**config.mk**
```make
export PLATFORM = sky130hd
export DESIGN_NAME = imrm_lane
export DESIGN_NICKNAME = d
export VERILOG_FILES = /design/src/rtl/imrm_pkg.sv /design/src/rtl/imrm_lane.sv
export SDC_FILE = /design/constraint.sdc
export NUM_CORES = 2
export LEC_CHECK = 0
export BUFFER_PORTS_ARGS = -buffer_cell sky130_fd_sc_hd__buf_2
export CAP_MARGIN = 0
export CORE_MARGIN = 2
export CORE_UTILIZATION = 45
export CTS_CLUSTER_DIAMETER = 100
export DETAILED_ROUTE_END_ITERATION = 8
export GPL_ROUTABILITY_DRIVEN = 0
export HOLD_SLACK_MARGIN = 0.02
export PLACE_DENSITY = 0.71
export SLEW_MARGIN = 10
export SYNTH_ARGS = -nofsm -noshare
export SYNTH_HDL_FRONTEND = slang
export SYNTH_SLANG_ARGS = --single-unit
```
**constraint.sdc**
```tcl
create_clock -name clk -period 5.9 [get_ports clk]
set_input_delay 0.59 -clock clk [delete_from_list [all_inputs] [get_ports clk]]
set_output_delay 0.59 -clock clk [all_outputs]
set_load 0.01 [all_outputs]
```
**src/rtl/imrm_pkg.sv**
```systemverilog
// ----------------------------------------------------------------------------
// imrm_pkg
// Shared types and sizes for the integer matrix row multiplier.
// ----------------------------------------------------------------------------
`default_nettype none

package imrm_pkg;

	// Matrix sizes: inner dimension (elements per A row, rows of B) and
	// result columns (columns of B, elements per C row).
	localparam int N_DIM  = 4;
	localparam int N_COLS = 4;

	// Element and result widths
	localparam int ELEM_W = 16;
	localparam int PROD_W = 2 * ELEM_W;
	localparam int OUT_W  = 34;
	localparam int ROW_W  = $clog2(N_DIM);

	// Item command codes
	typedef enum logic [0:0] {
		CMD_LOAD = 1'b0,
		CMD_MUL  = 1'b1
	} cmd_t;

	// Pipeline stage advance controls from the top level to the lanes
	typedef struct packed {
		logic adv_s1;
		logic adv_s2;
	} pipe_ctl_t;

endpackage : imrm_pkg

`default_nettype wire

```
**src/rtl/imrm_lane.sv**
```systemverilog
// ----------------------------------------------------------------------------
// imrm_lane
// One result column: registered products, then a registered sum.
// ----------------------------------------------------------------------------
`default_nettype none

module imrm_lane import imrm_pkg::*; (
	input  wire logic                     clk,
	input  wire pipe_ctl_t                ctl,
	input  wire logic signed [ELEM_W-1:0] a [N_DIM],
	input  wire logic signed [ELEM_W-1:0] b [N_DIM],
	output logic signed [OUT_W-1:0]       sum
);

	logic signed [PROD_W-1:0] prod_s1 [N_DIM];
	logic signed [OUT_W-1:0]  acc;
	logic signed [OUT_W-1:0]  sum_s2;

	// Multiply each A element by its B column entry
	always_ff @(posedge clk) begin
		if (ctl.adv_s1) begin
			for (int k = 0; k < N_DIM; k++) begin
				prod_s1[k] <= a[k] * b[k];
			end
		end
	end

	// Add the sign-extended products
	always_comb begin
		acc = '0;
		for (int k = 0; k < N_DIM; k++) begin
			acc = acc + OUT_W'(prod_s1[k]);
		end
	end

	always_ff @(posedge clk) begin
		if (ctl.adv_s2) begin
			sum_s2 <= acc;
		end
	end

	assign sum = sum_s2;

endmodule : imrm_lane

`default_nettype wire

```
==> impl_metrics.py <==
metrics = {
    "clocking": {
        "cts_buffers": 17,
        "htreeDepth": 4,
        "cts_tree": "yes",
        "cts.clk_slew.worst_paths_ps": 80,
        "cts.sinks": 162,
        "clock_path_buffers": 2,
        "cts_hold_buffers": 0,
        "insertion_delay_ps": 450,
        "cts_root_buffer": "clkbuf_16",
    },
    "route": {
        "wl_per_cell_um": 16.7,
        "route.detailed.drc": 0,
        "vias_per_cell": 5.00,
        "num_vias": 33700,
        "routed_wirelength_um": 112000,
        "dr.pass1.iters": 6,
        "ant_nets": 0,
        "drt_iter0_markers": 1850,
    },
    "synth": {
        "ys_seq_area_frac": 0.104,
        "ys_seq_elements": 162,
        "syn_inst": 4734,
        "syn_area_per_cell_sq_um": 9.87,
        "syn_nets": 6339,
        "synth_flop_cell": "edfxtp_1",
        "synth_edf_count": 162,
        "ys_async_sr_fraction": 0,
        "synthesis.area_sq_mm": 0.0467,
        "yosysWarnings": 0,
        "yosysUniqueCellTypes": 68,
    },
    "setup_path": {
        "required_ps": 6100,
        "worstSetupPathType": "in2reg",
        "crit_buf_inv": 6,
        "crit_arrival_ps": 6020,
        "cp_top_family": "adder cells",
        "critPathMaxFanout": 6,
        "path_cells": "buf_4 > and2_4 > fa_1 > inv_1 > fa_1 > fa_1 > inv_1 > fa_1 > fa_1 > inv_1 > fa_1 > inv_2 > ha_4 > nand2_2 > nor3_4 > o211ai_1 > a311oi_2 > buf_4 > o221ai_4 > a21oi_2 > o21a_1 > nor2_2 > xnor2_2",
        "worstSetupEndpointType": "register",
        "cpMostUsedCell": "fa_1",
        "rrSetupSlack_ps": 1150,
        "slowest_stage": "fa_1",
        "max_stage_delay_ps": 580,
        "start_kind": "input pin",
    },
    "global_routing": {
        "antenna_found_initial": 6,
        "grt_usage": 0.221,
        "grt_pass1_wl_um": 188000,
        "grt_max_degree": 72,
        "grt_overflow_total": 0,
        "grt_pass1_vias": 37500,
    },
    "timing": {
        "setup_viol": 0,
        "final_hold_viol_count": 0,
        "skew_ps": 10.4,
        "slew_viol_final": 0,
        "tightest_slew_ps": 1030,
        "fmax_mhz": 172,
        "final.min_clock_period_ps": 5810,
        "rsz0062_at_grt": "true",
        "final.period_utilization": 0.985,
        "max_slew_margin": 0.311,
    },
    "run": {
        "maxCapViolations": 0,
    },
    "placement": {
        "dp_hpwl_um": 98800,
        "port_buffers": 164,
        "dpl.cell_count": 6695,
    },
    "finish": {
        "final_common_cell": "inv_1",
        "final_cells": 6751,
        "drive_above_1_share": 0.190,
        "final_cell_mix": "inv_1 (1129), fa_1 (1077), buf_4 (549), nand2_1 (509), and2_1 (468)",
        "area_growth_pct": 18.6,
        "fill_cells": 8903,
        "diodes": 0,
        "layout.nets": 6963,
    },
    "floorplan": {
        "coreArea_sq_mm": 0.103,
        "ios": 165,
        "die_w_um": 326,
        "fp.dieH_um": 326,
        "die_area_sq_mm": 0.106,
        "placementRows": 118,
        "initial_utilization": 0.453,
    },
    "status": {
        "status": "finished, final reports clean",
    },
    "min_path": {
        "hold_class": "reg2reg",
    },
}
-- flip-flops by register name (all words and copies together), names as in the netlist --
register and count:
sum 34, prod_s1 128
-- timing repair --
action / CTS / global route
resized for setup: 40 / 371
endpoints found under the setup margin: 7 / 41
endpoints found under the hold margin: 0 / 0
gates cloned: 0 / 1
pin swaps: 21 / 178
setup buffers: 2 / 24
-- final cells by class --
cell class              count  area [sq um]  area share
clock buffers              17           425     0.00768
well taps                1380          1730      0.0312
clock inverters            15           166     0.00300
multi-input cells        3281         38100       0.688
flip-flops and latches    162          4860      0.0878
repair buffers            734          5760       0.104
inverters                1162          4370      0.0788
-- cell usage after synthesis, types with 26 or more instances --
cell type | n | area share
xor2_1 | 28 | 0.0052
xnor2_1 | 140 | 0.026
inv_1 | 1162 | 0.093
a21oi_1 | 106 | 0.011
o21ai_0 | 64 | 0.0069
nor2_1 | 129 | 0.010
a21o_1 | 47 | 0.0076
nand2_1 | 525 | 0.042
fa_1 | 1113 | 0.48
clkbuf_1 | 127 | 0.010
ha_1 | 361 | 0.097
and2_1 | 504 | 0.067
nor3_1 | 26 | 0.0028
nand2b_1 | 27 | 0.0036
edfxtp_1 | 162 | 0.10
-- layer usage --
metal / track usage / vias up / wire length [um] / share of wire
li1: - / 15400 / - / -
met1: 0.287 / 17400 / 46200 / 0.41
met2: 0.384 / 836 / 56600 / 0.50
met3: 0.0378 / 178 / 6650 / 0.059
met4: 0.0556 / 10 / 2970 / 0.026
met5: 0 / - / 56 / 0.00050
-- cell families after synthesis --
| group | share of synthesized area |
|---|---|
| muxes | 0.000214 |
| adders and majority gates | 0.574 |
| buffers and inverters | 0.104 |
| DFF | 0.104 |
| AOI/OAI and AO/OA | 0.0539 |
| and+or+nand+nor | 0.133 |
| xor gates and xnor gates | 0.0315 |
-- stage by stage --
stage / util / hold WS, ps / area [sq um] / worst slack (ps) / setup TNS, ps
finish: 0.537 / 577 / 55400 / 86.6 / 0
global route: 0.537 / 602 / 55400 / -128 / -413
CTS: 0.524 / 585 / 54100 / 1.06 / 0
detailed placement: 0.517 / 557 / 53300 / -603 / -17240
global placement: 0.517 / 573 / 53300 / -550 / -14560
floorplan: - / 526 / 47200 / -48.3 / -48.3
-- path summary, 6_finish.rpt --
kind / cells after the start / startpoint / to
hold / removal: 1 / prod_s1[1][0]$_DFFE_PP_ / sum[0]$_DFFE_PP_
setup reg to reg: 14 / prod_s1[0][1]$_DFFE_PP_ / sum[33]$_DFFE_PP_
setup / recovery: 23 / a[13] / prod_s1[3][31]$_DFFE_PP_
hold reg to reg: 1 / prod_s1[1][0]$_DFFE_PP_ / sum[0]$_DFFE_PP_
Power is left out: the tool's default activity adds up to more than one toggle a clock period on the data nets, which glitch-free logic cannot reach.
