--- src/rtl/imrm_pkg.sv ---
// ----------------------------------------------------------------------------
// imrm_pkg
// Shared types and sizes for the integer matrix row multiplier.
// ----------------------------------------------------------------------------
`default_nettype none

package imrm_pkg;

	// Matrix sizes: inner dimension (elements per A row, rows of B) and
	// result columns (columns of B, elements per C row).
	localparam int N_DIM  = 4;
	localparam int N_COLS = 4;

	// Element and result widths
	localparam int ELEM_W = 16;
	localparam int PROD_W = 2 * ELEM_W;
	localparam int OUT_W  = 34;
	localparam int ROW_W  = $clog2(N_DIM);

	// Item command codes
	typedef enum logic [0:0] {
		CMD_LOAD = 1'b0,
		CMD_MUL  = 1'b1
	} cmd_t;

	// Pipeline stage advance controls from the top level to the lanes
	typedef struct packed {
		logic adv_s1;
		logic adv_s2;
	} pipe_ctl_t;

endpackage : imrm_pkg

`default_nettype wire

--- src/rtl/imrm_rsp_if.sv ---
// ----------------------------------------------------------------------------
// imrm_rsp_if
// Result item channel: one row of C.
// ----------------------------------------------------------------------------
`default_nettype none

interface imrm_rsp_if import imrm_pkg::*; ();

	logic                    valid;
	logic                    ready;
	logic signed [OUT_W-1:0] c0;
	logic signed [OUT_W-1:0] c1;
	logic signed [OUT_W-1:0] c2;
	logic signed [OUT_W-1:0] c3;

	modport source (output valid, c0, c1, c2, c3, input ready);
	modport sink   (input valid, c0, c1, c2, c3, output ready);

endinterface : imrm_rsp_if

`default_nettype wire

--- src/rtl/imrm_merge.sv ---
// ----------------------------------------------------------------------------
// imrm_merge
// Output stage: gathers the lane sums into one result row and holds it
// until the item is taken.
// ----------------------------------------------------------------------------
`default_nettype none

module imrm_merge import imrm_pkg::*; (
	input  wire logic                    clk,
	input  wire logic                    arst_n,
	input  wire logic                    valid_s2,
	input  wire logic signed [OUT_W-1:0] sum [N_COLS],
	output logic                         adv_out,
	imrm_rsp_if.source                   rsp
);

	logic                    valid_q;
	logic signed [OUT_W-1:0] row_q [N_COLS];

	// Load when empty or when the held item leaves this cycle
	assign adv_out = !valid_q || rsp.ready;

	always_ff @(posedge clk or negedge arst_n) begin
		if (!arst_n) begin
			valid_q <= 1'b0;
		end else if (adv_out) begin
			valid_q <= valid_s2;
		end
	end

	always_ff @(posedge clk) begin
		if (adv_out) begin
			row_q <= sum;
		end
	end

	assign rsp.valid = valid_q;
	assign rsp.c0    = row_q[0];
	assign rsp.c1    = row_q[1];
	assign rsp.c2    = row_q[2];
	assign rsp.c3    = row_q[3];

endmodule : imrm_merge

`default_nettype wire
--- src/flat_wrapper.sv ---
// flat-port wrapper written by rule: the top's interface ports become plain ports
module imrm_merge_flat import imrm_pkg::*;
  (clk, arst_n, valid_s2, sum, adv_out, rsp_valid, rsp_c0, rsp_c1, rsp_c2, rsp_c3, rsp_ready);
  imrm_rsp_if rsp_i ();
  input  wire logic clk;
  input  wire logic arst_n;
  input  wire logic valid_s2;
  input  wire logic signed [OUT_W-1:0] sum[N_COLS];
  output logic adv_out;
  output wire logic [$bits(rsp_i.valid)-1:0] rsp_valid;
  output wire logic [$bits(rsp_i.c0)-1:0] rsp_c0;
  output wire logic [$bits(rsp_i.c1)-1:0] rsp_c1;
  output wire logic [$bits(rsp_i.c2)-1:0] rsp_c2;
  output wire logic [$bits(rsp_i.c3)-1:0] rsp_c3;
  input wire logic [$bits(rsp_i.ready)-1:0] rsp_ready;
  assign rsp_valid = rsp_i.valid;
  assign rsp_c0 = rsp_i.c0;
  assign rsp_c1 = rsp_i.c1;
  assign rsp_c2 = rsp_i.c2;
  assign rsp_c3 = rsp_i.c3;
  assign rsp_i.ready = rsp_ready;
  imrm_merge u_core (.clk(clk), .arst_n(arst_n), .valid_s2(valid_s2), .sum(sum), .adv_out(adv_out), .rsp(rsp_i));
endmodule
--- config.mk ---
export PLATFORM = sky130hd
export DESIGN_NAME = imrm_merge_flat
export DESIGN_NICKNAME = d
export VERILOG_FILES = /design/src/rtl/imrm_pkg.sv /design/src/rtl/imrm_rsp_if.sv /design/src/rtl/imrm_merge.sv /design/src/flat_wrapper.sv
export SDC_FILE = /design/constraint.sdc
export NUM_CORES = 1
export LEC_CHECK = 0
export BUFFER_PORTS_ARGS = -buffer_cell sky130_fd_sc_hd__buf_2
export CELL_PAD_IN_SITES_DETAIL_PLACEMENT = 1
export CELL_PAD_IN_SITES_GLOBAL_PLACEMENT = 2
export CORE_MARGIN = 4
export CORE_UTILIZATION = 27
export CTS_CLUSTER_DIAMETER = 30
export DETAILED_ROUTE_END_ITERATION = 7
export PLACE_DENSITY_LB_ADDON = 0.1
export SLEW_MARGIN = 20
export SYNTH_ARGS = -nofsm -noshare
export SYNTH_HDL_FRONTEND = slang
export SYNTH_SLANG_ARGS = --single-unit
export TNS_END_PERCENT = 50
--- constraint.sdc ---
create_clock -name clk -period 2.67 [get_ports clk]
set_clock_uncertainty 0.15 [all_clocks]
set_input_delay 0.534 -clock clk [delete_from_list [all_inputs] [get_ports clk]]
set_output_delay 0.534 -clock clk [all_outputs]
set_load 0.02 [all_outputs]
==> impl_results.md <==
* Worst-case clock buffer depth at 2
* Global-route wire length before repair at 17.2 mm
* Ys Warns at 0
* Core area at 0.0148 sq mm
* Initial antenna violation count at 1
* Total number of vias at 2,560
* Setup Crit Path Kind: flip-flop to primary output
* Maximum clock rate at 0.527 GHz
* Mux cell area share after synthesis at 0
* Worst skew pair latency at about 0.4 ns
* HP Class: primary input to flip-flop
* Setup_tns at 0 ns
* 1st-pass router iterations at 4
* Total CTS buffers at 17
* Max H-tree Level at 4
* Number of global-route vias before repair at 2,842
* Site Rows at 44
* Fin. Hold Viols at 0
* Largest family of logic cells by synthesized area: simple AND/OR/NAND/NOR gates
* # nets final at 578
* Max VDD drop at 371 uV
* Vias/cell at 4.03
* Routed Antenna Nets at 0
* WL/cell at 18.1 um
* # IOs at 278
* RSZ-0062 raised after global routing: no
* Gr ovfl total at 0
* Setup crit start kind: flip-flop
* # port buffers at between 200 and 300
* Setup Fix Bufs, Post-CTS at 0
* DIE AREA at 0.0173 sq mm
* CTS sink count at ~140
* Placed Instances at 602
* DR iter-0 viols at ~130
* Post-CTS Resized at 0
* Worst slew margin at 0.713
* GP Congestion at 0.686
* Hold buffer count at CTS at 1
* Setup violators final at 0
* Synth Area in Simple Gates at 0.00545
* Final Cycle Share at 0.711
* Post-synthesis adder-cell area fraction at 0
* Clk pin slew, worst setup/hold paths at 0.06 ns
* Mean Syn Cell Area at 29.7 sq um
* CTS tree: yes
* Synthesis-stage register bit count at 137
* Final WL at between 10 and 15 mm
* Die height at 132 um
* Leak at around 2.7 nW
* Largest net degree at the start of global routing at 78
* Seq/Total Area, Yosys at 0.995
* GRT Overall Usage at 0.134
* Synth Area in Compound Gates at 0
* Layout cell share with drive strength beyond 1 at 0.678
* Pwr Density at slightly above 800 mW/mm^2
* Cell count after synthesis at 139
* CP endpoint kind: primary output
* DP HPWL at 9.03 mm
* Root Driver: clkbuf_16
* Layout Cells excl Fill at ~640
* Mapped cell area at 0.00413 sq mm
* Critical path arrival at 1.21 ns
* # DRC at 0
* XOR/XNOR Fraction of Synth Area at 0
* Worst-margin pin slew at around 0.43 ns
* Status: finished clean
* Worst-path maximum fanout at 12
* Worst EP required at 1.99 ns
* Max-Cap Viols at 0
* Slew Limit Fails at 0
* DIE WIDTH at 132 um
* Fin crit period at 1.90 ns
* Area growth syn-to-layout at 52.5%
* Distinct cells, synth at 4
* Initial Util at 0.280
* Synthesized Nets at 279
==> kinds of logic (layout without fill, tap and decap cells) <==
logic type	Yosys count	in the layout
AND/OR/NAND/NOR	2	2
flip-flops	137	137
other	0	1
buffers and inverters	0	312
==> report_power, final <==
part | internal (mW) | total [mW] | switching [mW]
clock network | 1.16 | 1.98 | 0.813
logic | 0.177 | 0.516 | 0.339
registers | 2.55 | 2.58 | 0.0347
total | 3.89 | 5.07 | 1.19
==> worst paths after layout <==
kind	start	end	slack, ns	depth (start not counted)
max in group asynchronous	arst_n	u_core.rsp.valid$_DFFE_PN0P_	2.01	2
max	u_core.rsp.valid$_DFFE_PN0P_	adv_out	0.77	2
min reg2reg	u_core.rsp.valid$_DFFE_PN0P_	u_core.rsp.valid$_DFFE_PN0P_	0.52	2
max reg2reg	u_core.rsp.valid$_DFFE_PN0P_	u_core.rsp.c2[10]$_DFFE_PP_	1.12	2
min in group asynchronous	arst_n	u_core.rsp.valid$_DFFE_PN0P_	0.28	2
min	sum[8]	u_core.rsp.c3[8]$_DFFE_PP_	0.15	1
==> per-layer routing <==
metal  vias to the layer above  part of all wire  wire length [um]  track usage
met5                         -                 0                 0            0
met4                         0             0.023               260       0.0636
met3                        18              0.10              1170       0.0722
met2                       174              0.51              5860        0.223
met1                      1199              0.37              4220        0.139
li1                       1169                 -                 -            -
==> registers in the layout, indices dropped and copies added, names as in the netlist <==
signal and cells:
u_core.rsp.c0 34, u_core.rsp.valid 1, u_core.rsp.c1 34, u_core.rsp.c2 34, u_core.rsp.c3 34
==> cells in the final DEF, fill, tap and decap left out <==
cell,instances
buf_2,277
edfxtp_1,136
clkbuf_16,17
clkinv_2,6
clkbuf_1,4
clkinv_1,3
buf_12,2
diode_2,1
nand2b_4,1
nand2b_2,1
clkinv_4,1
clkinvlp_4,1
dlygate4sd3_1,1
dfrtp_1,1
==> worst max-delay path, cell delays in order (launching register included) <==
cell and delay, ns:
dfrtp_1 0.40, nand2b_4 0.20, buf_2 0.20
==> synth_stat cells <==
| cell | number | area share |
|---|---|---|
| nand2b_2 | 1 | 0.0021 |
| dfrtp_1 | 1 | 0.0061 |
| nand2b_4 | 1 | 0.0033 |
| edfxtp_1 | 136 | 0.99 |
==> cell type report <==
type	count	area, sq um
fill	1512	8460
sequential	137	4110
timing repair buffer	280	1440
clock buffer	21	440
tap	184	230
clock inverter	11	57.6
multi-input combinational	2	22.5
antenna	1	2.50
==> stage by stage <==
stage / util / setup slack, ns / hold slack [ns] / total power, mW / area, sq um
CTS: 0.427 / 0.727 / 0.120 / 5.16 / 6300
global route: 0.427 / 0.698 / 0.114 / 5.32 / 6300
floorplan: - / 0.408 / 0.0884 / 2.87 / 4130
global placement: 0.392 / 0.885 / 0.159 / 3.14 / 5790
detailed placement: 0.392 / 0.873 / 0.161 / 3.15 / 5790
finish: 0.427 / 0.771 / 0.148 / 5.07 / 6300
(Power assumes the default switching activity.)
